$ cat src/design/cwt_pkg.sv
// Shared types, codes and sizes for the card identifier allow-list table.
package cwt_pkg;

  localparam int TABLE_DEPTH_DEF = 16;
  localparam int UID_W           = 40;

  localparam logic [1:0] OP_LOOKUP = 2'd0;
  localparam logic [1:0] OP_ADD    = 2'd1;
  localparam logic [1:0] OP_DELETE = 2'd2;

  localparam logic [1:0] ST_DONE    = 2'd0;
  localparam logic [1:0] ST_FULL    = 2'd1;
  localparam logic [1:0] ST_MISSING = 2'd2;

  typedef struct packed {
    logic [1:0]       operation;
    logic [UID_W-1:0] card_uid;
  } cwt_in_t;

  typedef struct packed {
    logic       found;
    logic [3:0] match_slot;
    logic [1:0] status;
    logic [4:0] entry_count;
    logic       unsaved_change;
  } cwt_out_t;

endpackage

$ cat src/design/cwt_mem.sv
// Identifier store: one write port, one read port with registered read data.
module cwt_mem #(
  parameter int DEPTH = cwt_pkg::TABLE_DEPTH_DEF,
  parameter int IDX_W = (DEPTH > 1) ? $clog2(DEPTH) : 1
) (
  input  logic                     clk,
  input  logic                     wr_en,
  input  logic [IDX_W-1:0]         wr_addr,
  input  logic [cwt_pkg::UID_W-1:0] wr_data,
  input  logic                     rd_en,
  input  logic [IDX_W-1:0]         rd_addr,
  output logic [cwt_pkg::UID_W-1:0] rd_data
);
  import cwt_pkg::*;

  logic [UID_W-1:0] mem [DEPTH];

  always_ff @(posedge clk) begin
    if (wr_en) begin
      mem[wr_addr] <= wr_data;
    end
  end

  always_ff @(posedge clk) begin
    if (rd_en) begin
      rd_data <= mem[rd_addr];
    end
  end

endmodule

$ cat src/design/card_uid_whitelist_table_unit.sv
// Top level of the card identifier allow-list table: sequencer over the identifier store.
// Sequence: a lookup, an add or a missed delete reads and compares the filled entries in order,
// up to and including the first match (all of them when none matches), then applies the operation;
// a hit delete also shifts each later entry down one slot and then marks the vacated slot.
// Throughput: one request at a time; busy stays high until the result strobe, which the
// receiver cannot stall. The search pace is set by the single read port (read, compare).
// Reset (rst_n low, synchronous): fill count and changed mark clear, table contents stay.
module card_uid_whitelist_table_unit #(
  parameter int TABLE_DEPTH = cwt_pkg::TABLE_DEPTH_DEF
) (
  input  logic              clk,
  input  logic              rst_n,
  input  logic              start,
  output logic              busy,
  input  cwt_pkg::cwt_in_t  in_req,
  output logic              out_valid,
  output cwt_pkg::cwt_out_t out_res
);
  import cwt_pkg::*;

  localparam int IDX_W = (TABLE_DEPTH > 1) ? $clog2(TABLE_DEPTH) : 1;
  localparam int CNT_W = $clog2(TABLE_DEPTH + 1);

  localparam logic [2:0] S_IDLE = 3'd0;
  localparam logic [2:0] S_SRD  = 3'd1;  // issue search read
  localparam logic [2:0] S_SCMP = 3'd2;  // compare read data
  localparam logic [2:0] S_EXEC = 3'd3;  // apply the operation
  localparam logic [2:0] S_DRD  = 3'd4;  // issue shift read
  localparam logic [2:0] S_DWR  = 3'd5;  // write shifted entry
  localparam logic [2:0] S_FILL = 3'd6;  // mark vacated slot

  logic [2:0]       state_r, state_nxt;
  logic [CNT_W-1:0] fill_r, fill_nxt;
  logic             changed_r, changed_nxt;
  logic [CNT_W-1:0] idx_r, idx_nxt;
  logic [IDX_W-1:0] slot_r, slot_nxt;
  logic             hit_r, hit_nxt;
  logic [1:0]       op_r, op_nxt;
  logic [UID_W-1:0] uid_r, uid_nxt;
  logic             out_valid_r, out_valid_nxt;
  cwt_out_t         out_res_r, out_res_nxt;
  logic [1:0]       status_c;

  logic             wr_en;
  logic [IDX_W-1:0] wr_addr;
  logic [UID_W-1:0] wr_data;
  logic             rd_en;
  logic [IDX_W-1:0] rd_addr;
  logic [UID_W-1:0] rd_data;

  logic [CNT_W-1:0] idx_p1;
  logic [CNT_W:0]   idx_p1_w, idx_p2_w, fill_w, slot_p1_w;
  logic [CNT_W-1:0] fill_m1;
  logic [IDX_W+3:0] slot_ext;
  logic [CNT_W+4:0] cnt_ext;

  assign idx_p1    = idx_r + 1'b1;
  assign idx_p1_w  = {1'b0, idx_r} + 1'b1;
  assign idx_p2_w  = {1'b0, idx_r} + 2'd2;
  assign fill_w    = {1'b0, fill_r};
  assign slot_p1_w = (CNT_W + 1)'(slot_r) + 1'b1;
  assign fill_m1   = fill_r - 1'b1;
  assign slot_ext  = {4'b0000, slot_r};
  assign cnt_ext   = {5'b00000, fill_nxt};

  cwt_mem #(
    .DEPTH (TABLE_DEPTH),
    .IDX_W (IDX_W)
  ) u_mem (
    .clk     (clk),
    .wr_en   (wr_en),
    .wr_addr (wr_addr),
    .wr_data (wr_data),
    .rd_en   (rd_en),
    .rd_addr (rd_addr),
    .rd_data (rd_data)
  );

  always_comb begin
    state_nxt     = state_r;
    fill_nxt      = fill_r;
    changed_nxt   = changed_r;
    idx_nxt       = idx_r;
    slot_nxt      = slot_r;
    hit_nxt       = hit_r;
    op_nxt        = op_r;
    uid_nxt       = uid_r;
    out_valid_nxt = 1'b0;
    status_c      = ST_DONE;
    wr_en         = 1'b0;
    wr_addr       = idx_r[IDX_W-1:0];
    wr_data       = rd_data;
    rd_en         = 1'b0;
    rd_addr       = idx_r[IDX_W-1:0];

    case (state_r)
      S_IDLE: begin
        if (start) begin
          op_nxt   = in_req.operation;
          uid_nxt  = in_req.card_uid;
          idx_nxt  = '0;
          slot_nxt = '0;
          hit_nxt  = 1'b0;
          // Skip the walk on an empty table.
          state_nxt = (fill_r == '0) ? S_EXEC : S_SRD;
        end
      end
      S_SRD: begin
        rd_en     = 1'b1;
        state_nxt = S_SCMP;
      end
      S_SCMP: begin
        if (rd_data == uid_r) begin
          // Stop at the first match.
          hit_nxt   = 1'b1;
          slot_nxt  = idx_r[IDX_W-1:0];
          state_nxt = S_EXEC;
        end else begin
          idx_nxt   = idx_p1;
          state_nxt = (idx_p1_w >= fill_w) ? S_EXEC : S_SRD;
        end
      end
      S_EXEC: begin
        case (op_r)
          OP_ADD: begin
            if (fill_r >= CNT_W'(TABLE_DEPTH)) begin
              status_c = ST_FULL;
            end else begin
              // Append at the end, no duplicate check.
              wr_en       = 1'b1;
              wr_addr     = fill_r[IDX_W-1:0];
              wr_data     = uid_r;
              fill_nxt    = fill_r + 1'b1;
              changed_nxt = 1'b1;
            end
            out_valid_nxt = 1'b1;
            state_nxt     = S_IDLE;
          end
          OP_DELETE: begin
            if (!hit_r) begin
              status_c      = ST_MISSING;
              out_valid_nxt = 1'b1;
              state_nxt     = S_IDLE;
            end else begin
              // Shift later entries down starting at the match.
              idx_nxt   = CNT_W'(slot_r);
              state_nxt = (slot_p1_w < fill_w) ? S_DRD : S_FILL;
            end
          end
          default: begin
            out_valid_nxt = 1'b1;
            state_nxt     = S_IDLE;
          end
        endcase
      end
      S_DRD: begin
        rd_en     = 1'b1;
        rd_addr   = idx_p1[IDX_W-1:0];
        state_nxt = S_DWR;
      end
      S_DWR: begin
        wr_en     = 1'b1;
        wr_addr   = idx_r[IDX_W-1:0];
        wr_data   = rd_data;
        idx_nxt   = idx_p1;
        state_nxt = (idx_p2_w < fill_w) ? S_DRD : S_FILL;
      end
      S_FILL: begin
        // Old last filled slot reads all ones from now on.
        wr_en         = 1'b1;
        wr_addr       = fill_m1[IDX_W-1:0];
        wr_data       = '1;
        fill_nxt      = fill_m1;
        changed_nxt   = 1'b1;
        out_valid_nxt = 1'b1;
        state_nxt     = S_IDLE;
      end
      default: begin
        state_nxt = S_IDLE;
      end
    endcase

    out_res_nxt.found          = hit_r;
    out_res_nxt.match_slot     = slot_ext[3:0];
    out_res_nxt.status         = status_c;
    out_res_nxt.entry_count    = cnt_ext[4:0];
    out_res_nxt.unsaved_change = changed_nxt;
  end

  always_ff @(posedge clk) begin
    if (!rst_n) begin
      state_r     <= S_IDLE;
      fill_r      <= '0;
      changed_r   <= 1'b0;
      out_valid_r <= 1'b0;
    end else begin
      state_r     <= state_nxt;
      fill_r      <= fill_nxt;
      changed_r   <= changed_nxt;
      out_valid_r <= out_valid_nxt;
    end
  end

  // Request and result payload: no reset needed.
  always_ff @(posedge clk) begin
    idx_r  <= idx_nxt;
    slot_r <= slot_nxt;
    hit_r  <= hit_nxt;
    op_r   <= op_nxt;
    uid_r  <= uid_nxt;
    if (out_valid_nxt) begin
      out_res_r <= out_res_nxt;
    end
  end

  assign busy      = (state_r != S_IDLE);
  assign out_valid = out_valid_r;
  assign out_res   = out_res_r;

endmodule
$ cat config.mk
export PLATFORM = sky130hd
export DESIGN_NAME = card_uid_whitelist_table_unit
export DESIGN_NICKNAME = d
export VERILOG_FILES = /design/src/design/cwt_pkg.sv /design/src/design/cwt_mem.sv /design/src/design/card_uid_whitelist_table_unit.sv
export SDC_FILE = /design/constraint.sdc
export NUM_CORES = 1
export LEC_CHECK = 0
export BUFFER_PORTS_ARGS = -buffer_cell sky130_fd_sc_hd__buf_4
export CAP_MARGIN = 20
export CELL_PAD_IN_SITES_DETAIL_PLACEMENT = 1
export CELL_PAD_IN_SITES_GLOBAL_PLACEMENT = 1
export CORE_MARGIN = 1
export CORE_UTILIZATION = 55
export DETAILED_ROUTE_END_ITERATION = 8
export PLACE_DENSITY = 0.78
export SETUP_SLACK_MARGIN = 0.2
export SYNTH_ARGS = -nofsm -noshare
export SYNTH_HDL_FRONTEND = slang
export SYNTH_HIERARCHICAL = 1
export SYNTH_SLANG_ARGS = --single-unit
$ cat constraint.sdc
create_clock -name clk -period 5.9 [get_ports clk]
set_input_delay 0.295 -clock clk [delete_from_list [all_inputs] [get_ports clk]]
set_output_delay 0.295 -clock clk [all_outputs]
set_load 0.01 [all_outputs]
=== Yosys cells after proc, flatten, opt, wreduce, memory -nomap -nowiden ===
Memory sizes are Yosys's and may differ from the RTL's. A register that Yosys moved wholly into a read port is not among the register bits.
Index checks and enable logic that the tools add are counted.
Widths: inputs -> output; s select.

* Add/subtract/negate cells: 6
* $lt $le $gt $ge: 4
* Equality and inequality tests: 14
* Mux-type cells: 45
* Reductions and logical operators: 10

{| class="wikitable"
|+ Operators by type and width
! kind !! number
|-
| $mux 40 || 2
|-
| $pmux 40 s2 || 1
|-
| $eq 40x40->1 || 1
|-
| $mux 5 || 6
|-
| $mux 4 || 5
|-
| $pmux 5 s4 || 1
|-
| $pmux 3 s6 || 1
|-
| $pmux 4 s2 || 2
|-
| $mux 1 || 12
|-
| $mux 2 || 6
|-
| $add 5x1->5 const B || 2
|-
| $ne 2x2->1 const B || 5
|-
| $pmux 5 s2 || 1
|-
| $eq 3x3->1 const B || 3
|-
| $mux 3 || 3
|-
| $pmux 1 s2 || 4
|-
| $add 5x1->6 const B || 1
|-
| $add 5x2->6 const B || 1
|-
| $eq 3x2->1 const B || 2
|-
| $ge 6x5->1 || 1
|-
| $lt 6x5->1 || 1
|-
| $add 4x1->5 const B || 1
|-
| $ge 5x5->1 const B || 1
|-
| $logic_not 5->1 || 1
|-
| other kinds (14) || 15
|}

* Bits in registers: 75
* RAM bits: 640
* Input port bits: 45
* Logic and storage cells: 94
* Memories: 1

{| class="wikitable"
|+ Memory list
! name !! depth !! width !! read ports !! clocked after memory_dff !! write ports !! line !! source
|-
| u_mem.mem || 16 || 40 || 1 || 1 || 1 || cwt_mem.sv:16 || <nowiki>logic [UID_W-1:0] mem [DEPTH];</nowiki>
|}

=== Depth between registers and ports, before layout ===
Gate-level depths: netlist of the first run.

* Depth after elaboration: 6
* Gate-level depth with buffers: 10

=== Modules after synthesis ===
Netlist of the first run, hierarchy kept.

{| class="wikitable"
|+ By module, submodules not included
! module !! instances !! cells an instance !! area each (µm²) !! seq. area each (µm²)
|-
| cwt_mem || 1 || 1040 || 25532.0 || 20419.6
|-
| card_uid_whitelist_table_unit || 1 || 426 || 4301.6 || 2152.1
|}

=== Worst setup path before layout of the first run ===
No wires, ideal clock.

* Path type: flip-flop to flip-flop
* From: register fill_r[0]
* To: memory u_mem.mem[0][0] (enable)
* Library setup time: 0.487 ns
* Data arrival time: 4.458 ns
* Data required time: 5.413 ns
* Path slack: 0.955 ns
* Cell stages (with the launch flop): 8
* Path buffers: 1
* Period minus slack after synthesis: 4.945 ns
* Cell sequence: dfxtp_1 -> clkbuf_1 -> inv_1 -> ha_1 -> nand3b_1 -> nand3_1 -> or3b_2 -> nor3_1

{| class="wikitable"
|+ RTL lines
! item !! line !! source
|-
| start, declared || card_uid_whitelist_table_unit.sv:33 || <nowiki>logic [CNT_W-1:0] fill_r, fill_nxt;</nowiki>
|-
| start signal, assigned || card_uid_whitelist_table_unit.sv:198 || <nowiki>fill_r <= fill_nxt;</nowiki>
|-
| $ge 5x5->1 || card_uid_whitelist_table_unit.sv:126 || <nowiki>if (fill_r >= CNT_W'(TABLE_DEPTH)) begin</nowiki>
|-
| $mux 4 || card_uid_whitelist_table_unit.sv:126 ||
|-
| $mux 4 || card_uid_whitelist_table_unit.sv:124 || <nowiki>case (op_r)</nowiki>
|-
| $pmux 4 s2 * || card_uid_whitelist_table_unit.sv:96 || <nowiki>case (state_r)</nowiki>
|-
| named net wr_addr[2] || card_uid_whitelist_table_unit.sv:45 || <nowiki>logic [IDX_W-1:0] wr_addr;</nowiki>
|-
| end, declared || cwt_mem.sv:16 ||
|}

The timed path passes the listed nets; every way through them passes the cells marked *.

=== Worst setup path after layout of the first run ===
* From: register state_r[0]
* To: memory u_mem.mem[6][19] (enable)

{| class="wikitable"
|+ RTL lines
! item !! line !! source
|-
| start, declared || card_uid_whitelist_table_unit.sv:32 || <nowiki>logic [2:0] state_r, state_nxt;</nowiki>
|-
| start signal, assigned || card_uid_whitelist_table_unit.sv:197 || <nowiki>state_r <= state_nxt;</nowiki>
|-
| $eq 3x3->1 / $eq 3x2->1 (equally long branches) || card_uid_whitelist_table_unit.sv:96 ||
|-
| $pmux 4 s2 * || card_uid_whitelist_table_unit.sv:96 ||
|-
| named net wr_addr[0] || card_uid_whitelist_table_unit.sv:45 ||
|}

Marks and branches as above.

==> out/results.tsv, run 1 <==
stage	metric	value	unit
synthesis	yosysUniqueCellTypes	50	
synthesis	synth_top_family_by_area	multiplexers	
clock_network	post_cts_buffers	0	
synthesis	syn_nets	1533	
timing	finalMaxSlewViolations	0	
final_layout	antenna_cells	0	
placed_design	port_buffers	59	
global_route	grtUsageMet1	37.49	%
worst_setup_path	slowest_delay	840	ps
worst_setup_path	cp.arrival	4790	ps
worst_setup_path	cp_slowest_cell	nor2_4	
power_and_ir_drop	peakVddDrop	0.4429	mV
worst_setup_path	start_kind	flip-flop	
final_layout	finalNetCount	1674	
final_layout	fin_area	0.03393	mm^2
worst_setup_path	cp_common_cell	o211ai_1	
floorplan	die_area	0.05518	mm^2
final_layout	area_delta_synth_final	13.73	%
power_and_ir_drop	switchingPower	3.085	mW
global_route	use_met2	47.63	%
worst_setup_path	cp_cell_sequence	and3b_1, nand3_2, o211ai_1, o211ai_1, nand2b_1, nor2_4, buf_4	
timing	max_freq	221.1	MHz
timing	relSlewSlack	32.21	%
clock_network	cts_root_buf	clkbuf_16	
clock_network	clock-sinks	755	
final_layout	drive_above_1_share	19.48	%
clock_network	path_clk_slew	60	ps
floorplan	die_w	234.9	um
global_route	grt_max_degree	85	
synthesis	synth_cells	1466	
placed_design	placed_area	0.03107	mm^2
timing	finalSetupViolations	0	
floorplan	coreArea	0.05308	mm^2
power_and_ir_drop	design_power_total	12.62	mW
timing	tightest_slew	1014	ps
global_route	met3_usage	5.134	%
synthesis	synthXorXnorAreaFrac	1.615	%
timing	rsz0062_at_grt	false	
synthesis	synth_seq_cells	755	
timing	tns	0	ps
power_and_ir_drop	seqPwrFrac	50.0	%
clock_network	clk-insertion-delay-late	620	ps
timing	finalCritPeriodShare	76.66	%
synthesis	synth_area_leaders	edfxtp_1, mux4_2, mux4_1	
drt	firstDrtPassIters	6	
power_and_ir_drop	clockPowerShare	37.6	%
drt	drt-total-wl	76.12	mm
synthesis	muxShareOfSynthArea	12.87	%
synthesis	synthArstFlopShare	0	%
worst_setup_path	crit_required	6170	ps
clock_network	clockBufferDepth	3	
drt	wl_per_cell	32.38	um
global_route	grt_pass1_vias	16192	
placed_design	place_congestion	0.7869	
synthesis	seq_area_frac_synth	75.66	%
timing	final.setup.worst_slack	1377	ps
synthesis	synth_most_common_cell	edfxtp_1	
synthesis	synth_largest_area_cell	edfxtp_1	
synthesis	synth_top_flop_cell	edfxtp_1	
floorplan	fp-row-count	84	
drt	ant_nets	0	
global_route	grt_pass1_wl	111.3	mm
synthesis	avgSynthCellArea	20.35	um^2
global_route	grt_overflow	0	
worst_setup_path	cp-end-kind	flip-flop	
flow_run	cap_violations	0	
clock_network	cts_made_buffers	77	
synthesis	yosys_warnings	6	
drt	routed_via_density	6.528	
final_layout	fillCellCount	4287	
placed_design	dp_slack	1465	ps
synthesis	synthSimpleGateAreaFrac	4.202	%
power_and_ir_drop	comb_power_share	12.4	%
synthesis	synth-adder-area-share	0.9227	%
global_route	grt_most_used_layer	met2	
min_path	hold_class	in2reg	
worst_setup_path	path_buf_inv	1	
synthesis	synth_compound_area_share	2.890	%
drt	drt-initial-drc-count	2048	
drt	vias	15348	
worst_setup_path	critPathKind	reg2reg	
floorplan	initial_core_util	56.21	%
clock_network	ctsHtreeMaxLevel	3	
synthesis	synthDominantCellAreaShare	74.99	%
worst_setup_path	crit_family	simple AND/OR/NAND/NOR gates	
drt	drc	0	
power_and_ir_drop	powerDensity	371.9	mW/mm^2
clock_network	tritoncts	built	
synthesis	synth_area	0.02983	mm^2
worst_setup_path	path_max_fanout	25	
floorplan	io_pins	60	
timing	hold_viol_final	0	
floorplan	die_h	234.9	um
power_and_ir_drop	intPower	9.532	mW
global_route	grt_antenna_before_repair	0	
placed_design	dpl.hpwl	42.45	mm
synthesis	synth_enable_flop_cells	745	
outcome	status	finished, final reports clean	
power_and_ir_drop	leakage	11.12	nW
timing	fin_skew	16.63	ps
synthesis	synth_common_cells	edfxtp_1, nand2_1, mux4_2, a22oi_1, mux4_1	
timing	finalCriticalPeriod	4523	ps
power_and_ir_drop	switching_share	24.45	%
global_route	track_usage	28.16	%
final_layout	fin_util	63.93	%
what timing repair did:
| item | CTS | global route |
|---|---|---|
| hold buffers | 43 | 0 |
| hold endpoints to repair | 48 | 0 |
| endpoints found under the setup margin | 0 | 0 |
| gates resized for setup | 0 | 0 |
power groups by stage:
stage	logic, mW	registers (mW)	clock network [mW]
floorplan	1.08	6.36	0
global placement	1.44	6.41	0
detailed placement	1.50	6.42	0
CTS	1.55	6.31	4.78
global route	1.66	6.32	4.97
finish	1.56	6.31	4.74
cell families after synthesis:
| kind of cell | count (synthesis) |
|---|---|
| DFF | 755 |
| and+or+nand+nor | 272 |
| muxes | 161 |
| AOI/OAI and AO/OA | 116 |
| buffers and inverters | 85 |
| xor gates and xnor gates | 55 |
| adders and majority gates | 22 |
per-stage QoR:
stage	hold WS (ps)	instances
after global placement	472.9	2172
after detailed placement	475.0	2172
after CTS	66.39	2350
final	95.74	2351
after global routing	108.0	2351
after floorplan	393.9	1466
registers in the layout, indices dropped and copies added (netlist names):
name,count
state_r,3
u_mem/mem,640
changed_r,1
op_r,2
u_mem/rd_data,40
hit_r,1
out_valid,1
idx_r,5
slot_r,4
fill_r,5
out_res,13
uid_r,40
worst paths after layout:
kind | slack [ps] | endpoint | cells after the start | start
worst max-delay path | 1380 | u_mem/mem[6][19] | 7 | state_r[0]
worst min register to register | 540 | out_res[11] | 0 | slot_r[3]
worst max register to register | 1380 | u_mem/mem[6][19] | 7 | state_r[0]
worst min-delay path | 100 | state_r[0] | 3 | start
layout make-up:
cell class	instances	area (um^2)	area share [%]
Clock buffer	97	2044	6.026
Tap cell	688	860.8	2.537
Sequential cell	755	22570	66.53
Multi-Input combinational cell	626	6882	20.28
Clock inverter	38	362.8	1.069
Inverter	11	41.29	0.1217
Timing Repair Buffer	136	1166	3.437
placed cells by master, fill, tap and decap left out, types with 5 or more instances in the layout:
master           n
o211ai_1         6
clkinv_2         7
and2_1          13
nor2_1          14
nand4_1          9
mux4_1          60
mux4_2         100
clkinv_1        18
nand3b_1         5
bufinv_16        6
dfxtp_1         10
nor2_4          14
clkbuf_1        18
clkbuf_16       79
xnor2_1         50
a22oi_1         80
nand2_1        138
buf_4           90
o21ai_0          6
ha_1            22
inv_1           10
edfxtp_1       745
dlygate4sd3_1   43
nand3_1         50
routing by layer:
layer  share of wire (%)  vias up
li1                    -     6311
met1                  38     8128
met2                  51      786
met3                 8.0      123
met4                 2.7        0
met5                   0        -
worst reg2reg max path, cell delays in order, from the launching register on:
cell	delay (ps)
dfxtp_1	570
and3b_1	520
nand3_2	600
o211ai_1	410
o211ai_1	310
nand2b_1	430
nor2_4	840
buf_4	470
Note: power is estimated with default switching activity, not from simulation.
==> run 2, diff against run 1 <==
Settings changed: CORE_UTILIZATION 55 to 50, PLACE_DENSITY 0.78 to 0.75.
Clock period 5.9 ns to 4.1 ns, I/O delays scaled along.
==> run 2 against run 1 <==
  * Design area is 1.6% higher
  * Register-to-register slack worse by 540 ps
  * Sequential power rose by 43%
  * Non-clock buffer count grew 18
  * Clock-buffer cell count down 6
  * First-iteration DRC count decreased by 25%
  * Power is 46% higher
==> out/results.tsv, run 2 (same netlist as run 1, synthesis figures left out) <==
stage	metric	value	unit	change
global_route	grt_antenna_before_repair	1		was 0
final_layout	final_common_cell	edfxtp_1		unchanged
final_layout	fin_area	0.03448	mm^2	was 0.03393 mm^2
worst_setup_path	rrSetupSlack	840	ps	was 1380 ps
min_path	whs_endpoint	uid_r[30]		was state_r[0]
outcome	status	finished, final reports clean		unchanged
global_route	grt_max_degree	66		was 85
final_layout	largest_register	u_mem/mem		unchanged
floorplan	initial_core_util	50.55	%	was 56.21%
placed_design	placed_area	0.03146	mm^2	was 0.03107 mm^2
drt	routed_via_density	6.212		was 6.528
final_layout	fin_util	58.42	%	was 63.93%
global_route	grt_pass1_vias	16111		was 16192
timing	whs	272.3	ps	was 95.74 ps
timing	finalSetupViolations	0		unchanged
drt	drc	0		unchanged
floorplan	fp-row-count	89		was 84
drt	ant_nets	0		unchanged
clock_network	clk-insertion-delay-late	650	ps	was 620 ps
worst_setup_path	cp.arrival	3540	ps	was 4790 ps
floorplan	die_w	246.3	um	was 234.9 um
clock_network	clock-sinks	755		unchanged
clock_network	postCtsResizedCells	0		unchanged
power_and_ir_drop	design_power_total	18.44	mW	was 12.62 mW
power_and_ir_drop	leakage	11.34	nW	was 11.12 nW
worst_setup_path	crit_required	4370	ps	was 6170 ps
flow_run	cap_violations	0		unchanged
clock_network	cts_made_buffers	78		was 77
worst_setup_path	critPathKind	reg2reg		unchanged
worst_setup_path	reg2reg_from	state_r[2]		was state_r[0]
clock_network	clockBufferDepth	3		unchanged
drt	firstDrtPassIters	5		was 6
floorplan	die_h	246.3	um	was 234.9 um
power_and_ir_drop	clockPowerShare	38.7	%	was 37.6%
timing	rsz0062_at_grt	false		unchanged
placed_design	dpl.hpwl	42.43	mm	was 42.45 mm
placed_design	dp_slack	871.2	ps	was 1465 ps
final_layout	antenna_cells	0		unchanged
timing	tightest_slew	713.1	ps	was 1014 ps
worst_setup_path	ff2ff_path_depth	7		unchanged
worst_setup_path	path_max_fanout	29		was 25
power_and_ir_drop	intPower	13.97	mW	was 9.532 mW
timing	hold_viol_final	0		unchanged
clock_network	ctsHtreeMaxLevel	3		unchanged
global_route	track_usage	24.89	%	was 28.16%
drt	drt-total-wl	73.62	mm	was 76.12 mm
power_and_ir_drop	peakVddDrop	0.4096	mV	was 0.4429 mV
clock_network	path_clk_slew	60	ps	about the same
worst_setup_path	cp-end-kind	flip-flop		unchanged
drt	wl_per_cell	29.93	um	was 32.38 um
clock_network	tritoncts	built		unchanged
power_and_ir_drop	seqPwrFrac	49.1	%	was 50.0%
timing	finalMaxSlewViolations	0		unchanged
final_layout	mostFrequentLayoutCells	edfxtp_1, nand2_1, mux4_2		unchanged
timing	max_freq	306.5	MHz	was 221.1 MHz
power_and_ir_drop	powerDensity	534.9	mW/mm^2	was 371.9 mW/mm^2
drt	vias	15282		was 15348
min_path	min_path_cells	2		was 3
drt	drt-initial-drc-count	1538		was 2048
floorplan	io_pins	60		unchanged
placed_design	place_congestion	0.8026		was 0.7869
worst_setup_path	reg2reg_to	u_mem/mem[15][23]		was u_mem/mem[6][19]
clock_network	cts_root_buf	clkbuf_16		unchanged
timing	finalCriticalPeriod	3262	ps	was 4523 ps
final_layout	top_regs	u_mem/mem (640), u_mem/rd_data (40), uid_r (40)		unchanged
min_path	hold_class	in2reg		unchanged
final_layout	finalNetCount	1693		was 1674
placed_design	port_buffers	59		unchanged
timing	finalCritPeriodShare	79.57	%	was 76.66%
final_layout	largest_reg_flops	640		unchanged
final_layout	area_delta_synth_final	15.57	%	was 13.73%
power_and_ir_drop	comb_power_share	12.2	%	was 12.4%
timing	fin_skew	24.81	ps	was 16.63 ps
timing	relSlewSlack	52.46	%	was 32.21%
global_route	grt_overflow	0		unchanged
floorplan	coreArea	0.05902	mm^2	was 0.05308 mm^2
timing	final.setup.worst_slack	837.7	ps	was 1377 ps
worst_setup_path	start_kind	flip-flop		unchanged
power_and_ir_drop	switching_share	24.26	%	was 24.45%
final_layout	drive_above_1_share	21.34	%	was 19.48%
min_path	hp-start	in_req[30]		was start
global_route	grt_pass1_wl	107.6	mm	was 111.3 mm
floorplan	die_area	0.06065	mm^2	was 0.05518 mm^2
power_and_ir_drop	switchingPower	4.475	mW	was 3.085 mW
-- run 2: worst max path at each step --
stage | start | slack, ps | endpoint
6_report | state_r[2] | 840 | u_mem/mem[15][23]
5_1_grt | state_r[2] | 680 | u_mem/rd_data[37]
4_1_cts | state_r[2] | 860 | u_mem/mem[15][24]
3_5_place_dp | state_r[2] | 870 | u_mem/rd_data[37]
3_3_place_gp | state_r[2] | 1030 | u_mem/rd_data[34]
2_1_floorplan | fill_r[0] | -630 | u_mem/mem[12][0]
-- run 2: layout make-up --
| cell class | instances | area (um^2) |
|---|---|---|
| inverters | 11 | 41.29 |
| well taps | 773 | 967.2 |
| fillers | 5008 | 24540 |
| clock inverters | 50 | 518.0 |
| multi-input cells | 626 | 6888 |
| clock buffers | 91 | 2064 |
| flip-flops and latches | 755 | 22570 |
| repair buffers | 154 | 1429 |
-- run 2: worst max-delay path, cell delays in order, from the launching register on --
cell and delay [ps]:
dfxtp_1 600, and3b_1 250, and3_4 260, nor2_2 230, a221o_1 440, nand2_1 370
nor2_4 230, buf_4 510
-- run 2: power by group through the flow --
stage / combinational [mW] / sequential, mW / clock (mW)
3_3_place_gp: 2.12 / 9.20 / 0
3_5_place_dp: 2.21 / 9.22 / 0
2_1_floorplan: 1.56 / 9.15 / 0
6_report: 2.25 / 9.05 / 7.14
5_1_grt: 2.40 / 9.07 / 7.48
4_1_cts: 2.25 / 9.05 / 7.24
-- run 2: metal layers --
metal / share of wire [%] / GRT usage, %
met1: 41 / 34.09
met2: 49 / 40.84
met3: 7.2 / 4.216
met4: 2.7 / 8.170
met5: 0 / 0
-- run 2: stage by stage --
stage / cells / setup TNS (ps)
2_1_floorplan: 1466 / -75980
3_3_place_gp: 2275 / 0
3_5_place_dp: 2275 / 0
4_1_cts: 2460 / 0
5_1_grt: 2460 / 0
6_report: 2460 / 0
-- run 2: timing repair --
item                                    4_1_cts  5_1_grt
endpoints found under the setup margin        0        0
hold endpoints to repair                     52        0
setup buffers                                 0        0
hold buffers                                 44        0
